===== config.mk =====
export PLATFORM = sky130hd
export DESIGN_NAME = cansc_div_cell
export DESIGN_NICKNAME = d
export VERILOG_FILES = /design/src/design/cansc_pkg.sv /design/src/design/cansc_div_cell.sv
export SDC_FILE = /design/constraint.sdc
export NUM_CORES = 1
export LEC_CHECK = 0
export ABC_AREA = 1
export CORE_AREA = 3 3 188 190
export CTS_CLUSTER_SIZE = 40
export DETAILED_ROUTE_END_ITERATION = 7
export DIE_AREA = 0 0 191 193
export DONT_BUFFER_PORTS = 1
export PLACE_DENSITY_LB_ADDON = 0.15
export SLEW_MARGIN = 30
export SYNTH_ARGS = -nofsm -noshare
export SYNTH_HDL_FRONTEND = slang
export SYNTH_SLANG_ARGS = --single-unit
export TNS_END_PERCENT = 10

===== constraint.sdc =====
create_clock -name clk -period 1.1 [get_ports clk]
set_clock_uncertainty 0.15 [all_clocks]
set_input_delay 0.22 -clock clk [delete_from_list [all_inputs] [get_ports clk]]
set_output_delay 0.22 -clock clk [all_outputs]
set_load 0.005 [all_outputs]

===== src/design/cansc_pkg.sv =====
// ----------------------------------------------------------------------------
// cansc_pkg: shared types, constants and bit-order helpers
// Payload structs, the configuration bundle and the per-item context that
// travels down the divider chain.
// ----------------------------------------------------------------------------
`default_nettype none

package cansc_pkg;

    localparam int PAYLOAD_BYTES = 8;
    localparam int DIV_CELLS     = 65;

    localparam logic [63:0] PAYLOAD_MASK = {64{1'b1}} >> (64 - 8 * PAYLOAD_BYTES);

    localparam logic [63:0] SMAX = 64'h7FFF_FFFF_FFFF_FFFF;
    localparam logic [63:0] SMIN = 64'h8000_0000_0000_0000;

    // register indexes
    localparam logic [2:0] REG_START_BIT    = 3'd0;
    localparam logic [2:0] REG_BIT_LENGTH   = 3'd1;
    localparam logic [2:0] REG_BYTE_ORDER   = 3'd2;
    localparam logic [2:0] REG_IS_SIGNED    = 3'd3;
    localparam logic [2:0] REG_SCALE_FACTOR = 3'd4;
    localparam logic [2:0] REG_SCALE_OFFSET = 3'd5;

    localparam logic OP_DECODE = 1'b0;
    localparam logic OP_ENCODE = 1'b1;

    typedef struct packed {
        logic               op;
        logic [63:0]        payload;
        logic signed [63:0] physical_value;
    } in_t;

    typedef struct packed {
        logic [63:0]        payload_out;
        logic signed [63:0] physical_out;
        logic signed [63:0] raw_value;
        logic               overflow;
    } out_t;

    typedef struct packed {
        logic [6:0]  len;     // effective length, 0..64
        logic [5:0]  s0;      // first slot index
        logic        intel;
        logic        sgn;
        logic        fneg;
        logic [31:0] fmag;
        logic [63:0] offset;
    } cfg_t;

    typedef struct packed {
        logic        op;
        logic [63:0] payload;
        logic [63:0] raw;
        logic        neg;
        logic [64:0] quo;     // dividend shifting out, quotient shifting in
        logic [31:0] rem;
    } ctx_t;

    function automatic logic [63:0] rev64(input logic [63:0] x);
        logic [63:0] r;
        for (int k = 0; k < 64; k++)
        begin
            r[k] = x[63 - k];
        end
        return r;
    endfunction

    // Reverse the bits inside each byte (Motorola slot <-> payload bit).
    function automatic logic [63:0] byterev(input logic [63:0] x);
        logic [63:0] r;
        for (int k = 0; k < 64; k++)
        begin
            r[k] = x[(k & ~7) + 7 - (k & 7)];
        end
        return r;
    endfunction

    function automatic logic [63:0] len_mask(input logic [6:0] len);
        logic [63:0] m;
        if (len[6])
        begin
            m = {64{1'b1}};
        end
        else
        begin
            m = (64'd1 << len[5:0]) - 64'd1;
        end
        return m;
    endfunction

endpackage

`default_nettype wire


===== src/design/cansc_div_cell.sv =====
// ----------------------------------------------------------------------------
// cansc_div_cell: one restoring-division step
// Shift one dividend bit into the remainder, subtract the divisor when it
// fits, shift the quotient bit in. Decode items pass through untouched.
// ----------------------------------------------------------------------------
`default_nettype none

module cansc_div_cell (
    input  wire logic            clk,
    input  wire logic            rst_n,
    input  wire logic            adv,
    input  wire logic            valid_in,
    input  wire cansc_pkg::ctx_t ctx_in,
    input  wire logic [31:0]     fmag,
    output logic                 valid_out,
    output cansc_pkg::ctx_t      ctx_out
);

    logic            valid_reg;
    cansc_pkg::ctx_t ctx_reg;
    cansc_pkg::ctx_t ctx_next;
    logic [32:0]     r2;
    logic            ge;

    always_comb
    begin
        r2       = {ctx_in.rem, ctx_in.quo[64]};
        ge       = r2 >= {1'b0, fmag};
        ctx_next = ctx_in;
        if (ctx_in.op == cansc_pkg::OP_ENCODE)
        begin
            ctx_next.quo = {ctx_in.quo[63:0], ge};
            ctx_next.rem = ge ? 32'(r2 - {1'b0, fmag}) : r2[31:0];
        end
    end

    always_ff @(posedge clk or negedge rst_n)
    begin
        if (!rst_n)
        begin
            valid_reg <= 1'b0;
        end
        else if (adv)
        begin
            valid_reg <= valid_in;
        end
    end

    always_ff @(posedge clk)
    begin
        if (adv)
        begin
            ctx_reg <= ctx_next;
        end
    end

    assign valid_out = valid_reg;
    assign ctx_out   = ctx_reg;

endmodule

`default_nettype wire


==> metrics.txt, run 1 <==
synthesized area=11100 sq um; Starting DRT DRC Count=429; First-pass DRT Iterations=5; Worst R2R Setup Slack=0.18 ns; post-DR wirelength/cell=22.2 microns; CTS tree=built; register area=6840 sq um; Core Rows=between 60 and 70; Clk pin slew, worst setup/hold paths=around 0.060 ns; pwr dens=1430 nW/um^2; die area=36900 sq um; largest net degree at the start of global routing=229; filler cell count=3002; CP Data Required Time=1.24 ns; fraction of the mapped netlist area in adder cells=3.78%; Worst Hold Launch=adv; Synth Area in Simple Gates=22.0%; Tot Pwr=roughly 0.024 W; Placed Cells=1644; Hold Fails Final Rpt=294; Die W=around 190 microns; nets=1758; Num Clock Sinks=228; failing checks=negative hold slack, negative setup slack; CP max stage cell=ha_4; CP max stage delay=0.32 ns; xor/xnor cell area share of the yosys netlist=roughly 1.1%; Final Max Slew Viols=0; Critical R2R Launch=valid_out; peak supply drop=about 1.3 mV; number of synthesized flops with an enable pin=about 230; Sw Ratio=26.3%; WHS Path Cells=0; Cell Int Power=approximately 0.018 W; first-pass GRT wire length=between 50000 and 60000 microns; RSZ-0062 raised after global routing=true; Fmax achieved=616 MHz; Crit Path Class=in -> reg; Routability Congestion=0.897; IO Port Bufs=0; Yosys cell types=35; die height=193 microns; Worst EP arrival=around 1.8 ns; vias per inst=4.68; flops & latches, synth=between 200 and 250; final WL=42900 microns; Rel. slew slack=69.8%; number of max-cap violations=0; clock share of power=between 30 and 40%; Syn Nets=1406; Setup crit end kind=flop; largest fanout on the critical path=8; Post-route DRC=0; startpoint types=primary input; multiplexer area fraction after synthesis=0.101%; HPWL after DPL=31700 microns; H-tree levels=1; critical path, cell by cell=clkinvlp_4 > ha_4 > buf_12 > nand2_4 > nor2_4 > nand2_2 > nor2_1 > nand2_1 > nand2_2 > nor2_8 > nand2_8 > nor2_4 > buf_12 > nand2_2 > nand3_2; most common cell after layout, fill and taps aside=nand2_1; Routed Antenna Nets=0; overflow left after global routing=0; Seq pwr share=a little under half; setup violators final=261; I/O Pins=around 490; leading cell types in the layout, fill and taps excluded=nand2_1, dlygate4sd3_1, edfxtp_1; Syn-to-layout area delta=50.3%; Switch Pwr=0.00627 W; Static Leak=between 7 and 8 nW; Initial Utilization=33.1%; total CTS buffers=26; main flop type after synthesis=edfxtp_1; vias in the first global route=9151; Via Count=9034; Mapped Cells=~1.1k; fin crit period=1.62 ns; mean post-synth cell area=10.0 sq um; end-of-flow core utilization=49.7%; FF-to-FF End=valid_out; Hold Path Class=in -> reg; Seq/Total Area, Yosys=61.5%; compound-cell area share of the yosys netlist=4.07%; Most common cell on crit path=nand2_2; ratio of cells with drive above 1 in the final layout=a little over a quarter; Slew @ Worst Pin=0.448 ns; initial antenna violation count=2; Hold Path End=ctx_out[109]; Non-Filler Instances=about 1.9k; worst r2r path cells=1; fin crit share=148%; area taken by multi-input logic gates=4450 sq um; Worst-Skew Late Latency=0.54 ns; ys async rst share=less than 1%; worst hold slack=-0.358 ns; YS warnings=0; clock tree buffer depth=3; root buffer cell=clkbuf_16; Core Footprint=33600 sq um; Total GRT Usage=21.8%; final worst setup slack=-0.524 ns; Combinational Power Share=17.1%; combinational family with the most area after synthesis=simple AND/OR/NAND/NOR gates; status=finished with violations
## how the worst max path moves through the flow
stage,from,end
2_1_floorplan,fmag[27],ctx_out[13]
3_3_place_gp,fmag[29],ctx_out[0]
3_5_place_dp,fmag[28],ctx_out[23]
4_1_cts,fmag[18],ctx_out[15]
5_1_grt,ctx_in[96],ctx_out[22]
6_report,fmag[18],ctx_out[2]
## state kept, by name, summed over array words and instances, names as in the netlist
register	count
ctx_out	227
valid_out	1
## per-stage QoR
step	area [sq um]	TNS, ns	hold WS [ns]	setup slack [ns]
3_5_place_dp	13000	-45.59	-0.226	-1.33
2_1_floorplan	11700	-43.63	-0.226	-0.808
6_report	16700	-67.41	-0.358	-0.524
3_3_place_gp	13000	-45.23	-0.226	-1.31
4_1_cts	16400	-75.30	-0.400	-0.522
5_1_grt	16700	-78.40	-0.400	-0.585
## worst max-delay path: cells and delay by family
family	cells	cell delay, ns
and+or+nand+nor	11	0.88
buffers and inverters	3	0.35
adders and majority gates	1	0.32
## cells in the mapped netlist (2+ instances only)
master / instances / area (sq um)
a21oi_1: 16 / 80.1
a21oi_2: 2 / 17.5
and2_1: 2 / 12.5
buf_1: 2 / 7.51
buf_12: 2 / 40.0
buf_6: 2 / 22.5
clkbuf_1: 19 / 71.3
edfxtp_1: 227 / 6820
ha_1: 32 / 400
inv_1: 173 / 649
inv_2: 6 / 22.5
nand2_1: 352 / 1320
nand2_2: 25 / 156
nand3_1: 71 / 355
nand3_2: 21 / 210
nand3b_1: 5 / 37.5
nand4_1: 9 / 56.3
nor2_1: 41 / 154
nor2_2: 8 / 50.1
nor2_8: 2 / 40.0
o21a_1: 2 / 15.0
o21ai_0: 65 / 325
o21bai_1: 2 / 15.0
xor2_1: 13 / 114
## cell families after synthesis
family | count (synthesis)
xor gates and xnor gates | 14
adders and majority gates | 33
and+or+nand+nor | 541
AOI/OAI and AO/OA | 87
muxes | 1
DFF | 228
buffers and inverters | 206
## routing by layer
layer,global-route usage [%],routed length [microns],vias to the layer above
li1,-,-,4340
met1,26.5,16900,4273
met2,38.1,21600,339
met3,4.41,2600,80
met4,8.98,1830,2
met5,0,15,-
## power groups by stage
stage	Combinational [W]	Clock [W]	Sequential, W
floorplan	0.00194	0	0.0110
global placement	0.00296	0	0.0113
detailed placement	0.00296	0	0.0113
CTS	0.00388	0.00887	0.0112
global route	0.00449	0.00923	0.0112
finish	0.00409	0.00865	0.0111
## area by class of cell
class	count	share of cell area (%)
Sequential cell	228	40.9
Multi-Input combinational cell	677	26.6
Timing Repair Buffer	349	19.8
Inverter	180	4.20
Clock buffer	26	3.89
Tap cell	448	3.35
Clock inverter	21	1.19
Antenna cell	1	0.0150
## repair_timing
| action | CTS | global route |
|---|---|---|
| hold buffers | 227 | 1 |
| cloned | 1 | 0 |
| resized for setup | 33 | 84 |
| pin swaps | 27 | 40 |
| endpoints found under the hold margin | 456 | 294 |
| buffers inserted | 7 | 2 |
| setup endpoints to repair | 261 | 262 |
No activity file was read; power rests on OpenSTA's default activity.
==> run 2: changes to the inputs <==
CORE_AREA = 2 2 192 194   (was 3 3 188 190)
DIE_AREA = 0 0 194 196   (was 0 0 191 193)
HOLD_SLACK_MARGIN = 0.06   (was not set)
==> metrics.txt, run 2 (same netlist as run 1, synthesis figures left out) <==
IO Port Bufs=0 (unchanged); vias per inst=4.63 (was 4.68); peak supply drop=2.05 mV (was 1.27 mV); Via Count=9048 (was 9034); final worst setup slack=-0.597 ns (was -0.524 ns); root buffer cell=clkbuf_16 (unchanged); Final Max Slew Viols=0 (unchanged); number of flip-flops in the largest register=227 (unchanged); nets=1761 (was 1758); Syn-to-layout area delta=51.2% (was 50.3%); pwr dens=1470 nW/um^2 (was 1430 nW/um^2); leading cell types in the layout, fill and taps excluded=nand2_1, edfxtp_1, dlygate4sd3_1 (was nand2_1, dlygate4sd3_1, edfxtp_1); first-pass GRT wire length=60400 microns (was 59600 microns); Most common cell on crit path=nand2_2 (unchanged); largest net degree at the start of global routing=229 (unchanged); end-of-flow core utilization=46.6% (was 49.7%); Die W=194 microns (was 191 microns); die height=196 microns (was 193 microns); final WL=43500 microns (was 42900 microns); critical path, cell by cell=clkinvlp_4 > ha_4 > nand2_2 > nand2_2 > nand2_2 > nand2_2 > a21oi_4 > nor2_4 > nor2_8 > nand2_8 > clkbuf_16 > nand2_8 > buf_4 > nand2_1 (was clkinvlp_4 > ha_4 > buf_12 > nand2_4 > nor2_4 > nand2_2 > nor2_1 > nand2_1 > nand2_2 > nor2_8 > nand2_8 > nor2_4 > buf_12 > nand2_2 > nand3_2); Num Clock Sinks=228 (unchanged); clock tree buffer depth=3 (unchanged); HPWL after DPL=31900 microns (was 31700 microns); Buf/Inv on CP=3 (unchanged); Rel. slew slack=71.9% (was 69.8%); total CTS buffers=28 (was 26); Crit Path Class=in -> reg (unchanged); Static Leak=7.24 nW (was 7.12 nW); setup TNS=-71.40 ns (was -67.41 ns); fin crit period=1.70 ns (was 1.62 ns); CTS tree=built (unchanged); initial antenna violation count=3 (was 2); Worst EP arrival=1.86 ns (was 1.76 ns); Worst R2R Setup Slack=0.18 ns (about the same); status=finished with violations (unchanged); fin crit share=154% (was 148%); die area=38000 sq um (was 36900 sq um); CP Data Required Time=1.26 ns (was 1.24 ns); I/O Pins=491 (unchanged); Routed Antenna Nets=0 (unchanged); startpoint types=primary input (unchanged); crit-path leading delay family=simple AND/OR/NAND/NOR gates (unchanged); Routability Congestion=0.899 (was 0.897); Tot Pwr=0.0248 W (was 0.0239 W); Worst-Skew Late Latency=0.55 ns (was 0.54 ns); Initial Utilization=30.8% (was 33.1%); Core Rows=70 (was 67); Slew @ Worst Pin=0.418 ns (was 0.448 ns); Starting DRT DRC Count=458 (was 429); ratio of cells with drive above 1 in the final layout=26.3% (was 26.4%); number of max-cap violations=0 (unchanged); largest fanout on the critical path=6 (was 8); RSZ-0062 raised after global routing=true (unchanged); Core Footprint=36100 sq um (was 33600 sq um); overflow left after global routing=0 (unchanged); filler cell count=3328 (was 3002); worst hold slack=-0.369 ns (was -0.358 ns); post-DR wirelength/cell=22.3 microns (was 22.2 microns); Setup crit end kind=flop (unchanged); Total GRT Usage=21.6% (was 21.8%); most common cell after layout, fill and taps aside=nand2_1 (unchanged); Post-route DRC=0 (unchanged); Clk pin slew, worst setup/hold paths=0.06 ns (about the same); Fmax achieved=589 MHz (was 616 MHz); Hold Path Class=in -> reg (unchanged); CP max stage delay=0.29 ns (was 0.32 ns); Hold Path End=ctx_out[199] (was ctx_out[109]); Hold Fails Final Rpt=294 (unchanged); H-tree levels=1 (unchanged); vias in the first global route=8935 (was 9151); Critical R2R Launch=valid_out (unchanged); First-pass DRT Iterations=5 (unchanged); Worst Hold Launch=adv (unchanged); worst r2r path cells=1 (unchanged); failing checks=negative hold slack, negative setup slack (unchanged); WHS Path Cells=0 (unchanged); CP max stage cell=ha_4 (unchanged); setup violators final=261 (unchanged); FF-to-FF End=valid_out (unchanged)
-- run 2: repair_timing --
action | 4_1_cts | 5_1_grt
pin swaps | 9 | 32
hold buffers | 214 | 10
buffers inserted | 7 | 7
endpoints found under the setup margin | 261 | 261
hold endpoints to repair | 456 | 294
gates cloned | 1 | 1
gates resized for setup | 33 | 77
-- run 2: how the worst max path moves through the flow --
stage | from | end | slack (ns) | cells past startpoint
4_1_cts | fmag[29] | ctx_out[21] | -0.54 | 14
5_1_grt | fmag[18] | ctx_out[26] | -0.63 | 15
6_report | fmag[18] | ctx_out[32] | -0.60 | 14
3_3_place_gp | fmag[29] | ctx_out[28] | -1.42 | 15
3_5_place_dp | fmag[29] | ctx_out[23] | -1.41 | 13
2_1_floorplan | fmag[27] | ctx_out[13] | -0.81 | 13
-- run 2: stage by stage --
| stage | setup slack, ns | instance area (sq um) | cells |
|---|---|---|---|
| 6_report | -0.597 | 16800 | 1956 |
| 5_1_grt | -0.634 | 16800 | 1956 |
| 4_1_cts | -0.536 | 16300 | 1938 |
| 3_5_place_dp | -1.41 | 13000 | 1664 |
| 3_3_place_gp | -1.42 | 13000 | 1664 |
| 2_1_floorplan | -0.808 | 11700 | 1110 |
-- run 2: layout make-up --
type	instances	area, sq um	share of cell area [%]
flip-flops and latches	228	6840	40.7
multi-input cells	677	4390	26.1
inverters	180	703	4.18
clock buffers	30	708	4.21
diodes	1	2.50	0.0149
clock inverters	22	248	1.47
well taps	468	586	3.48
repair buffers	350	3340	19.9
-- run 2: power breakdown --
group | internal (W) | switching, W
Clock | 0.00567 | 0.00391
Sequential | 0.0105 | 0.000620
Combinational | 0.00206 | 0.00201
Total | 0.0182 | 0.00654
-- run 2: per-layer routing --
metal | track usage, % | vias to the layer above | wire, microns
met5 | 0 | - | 27
met4 | 7.10 | 4 | 1270
met3 | 4.11 | 60 | 2410
met2 | 38.9 | 331 | 22500
met1 | 25.8 | 4295 | 17300
li1 | - | 4358 | -
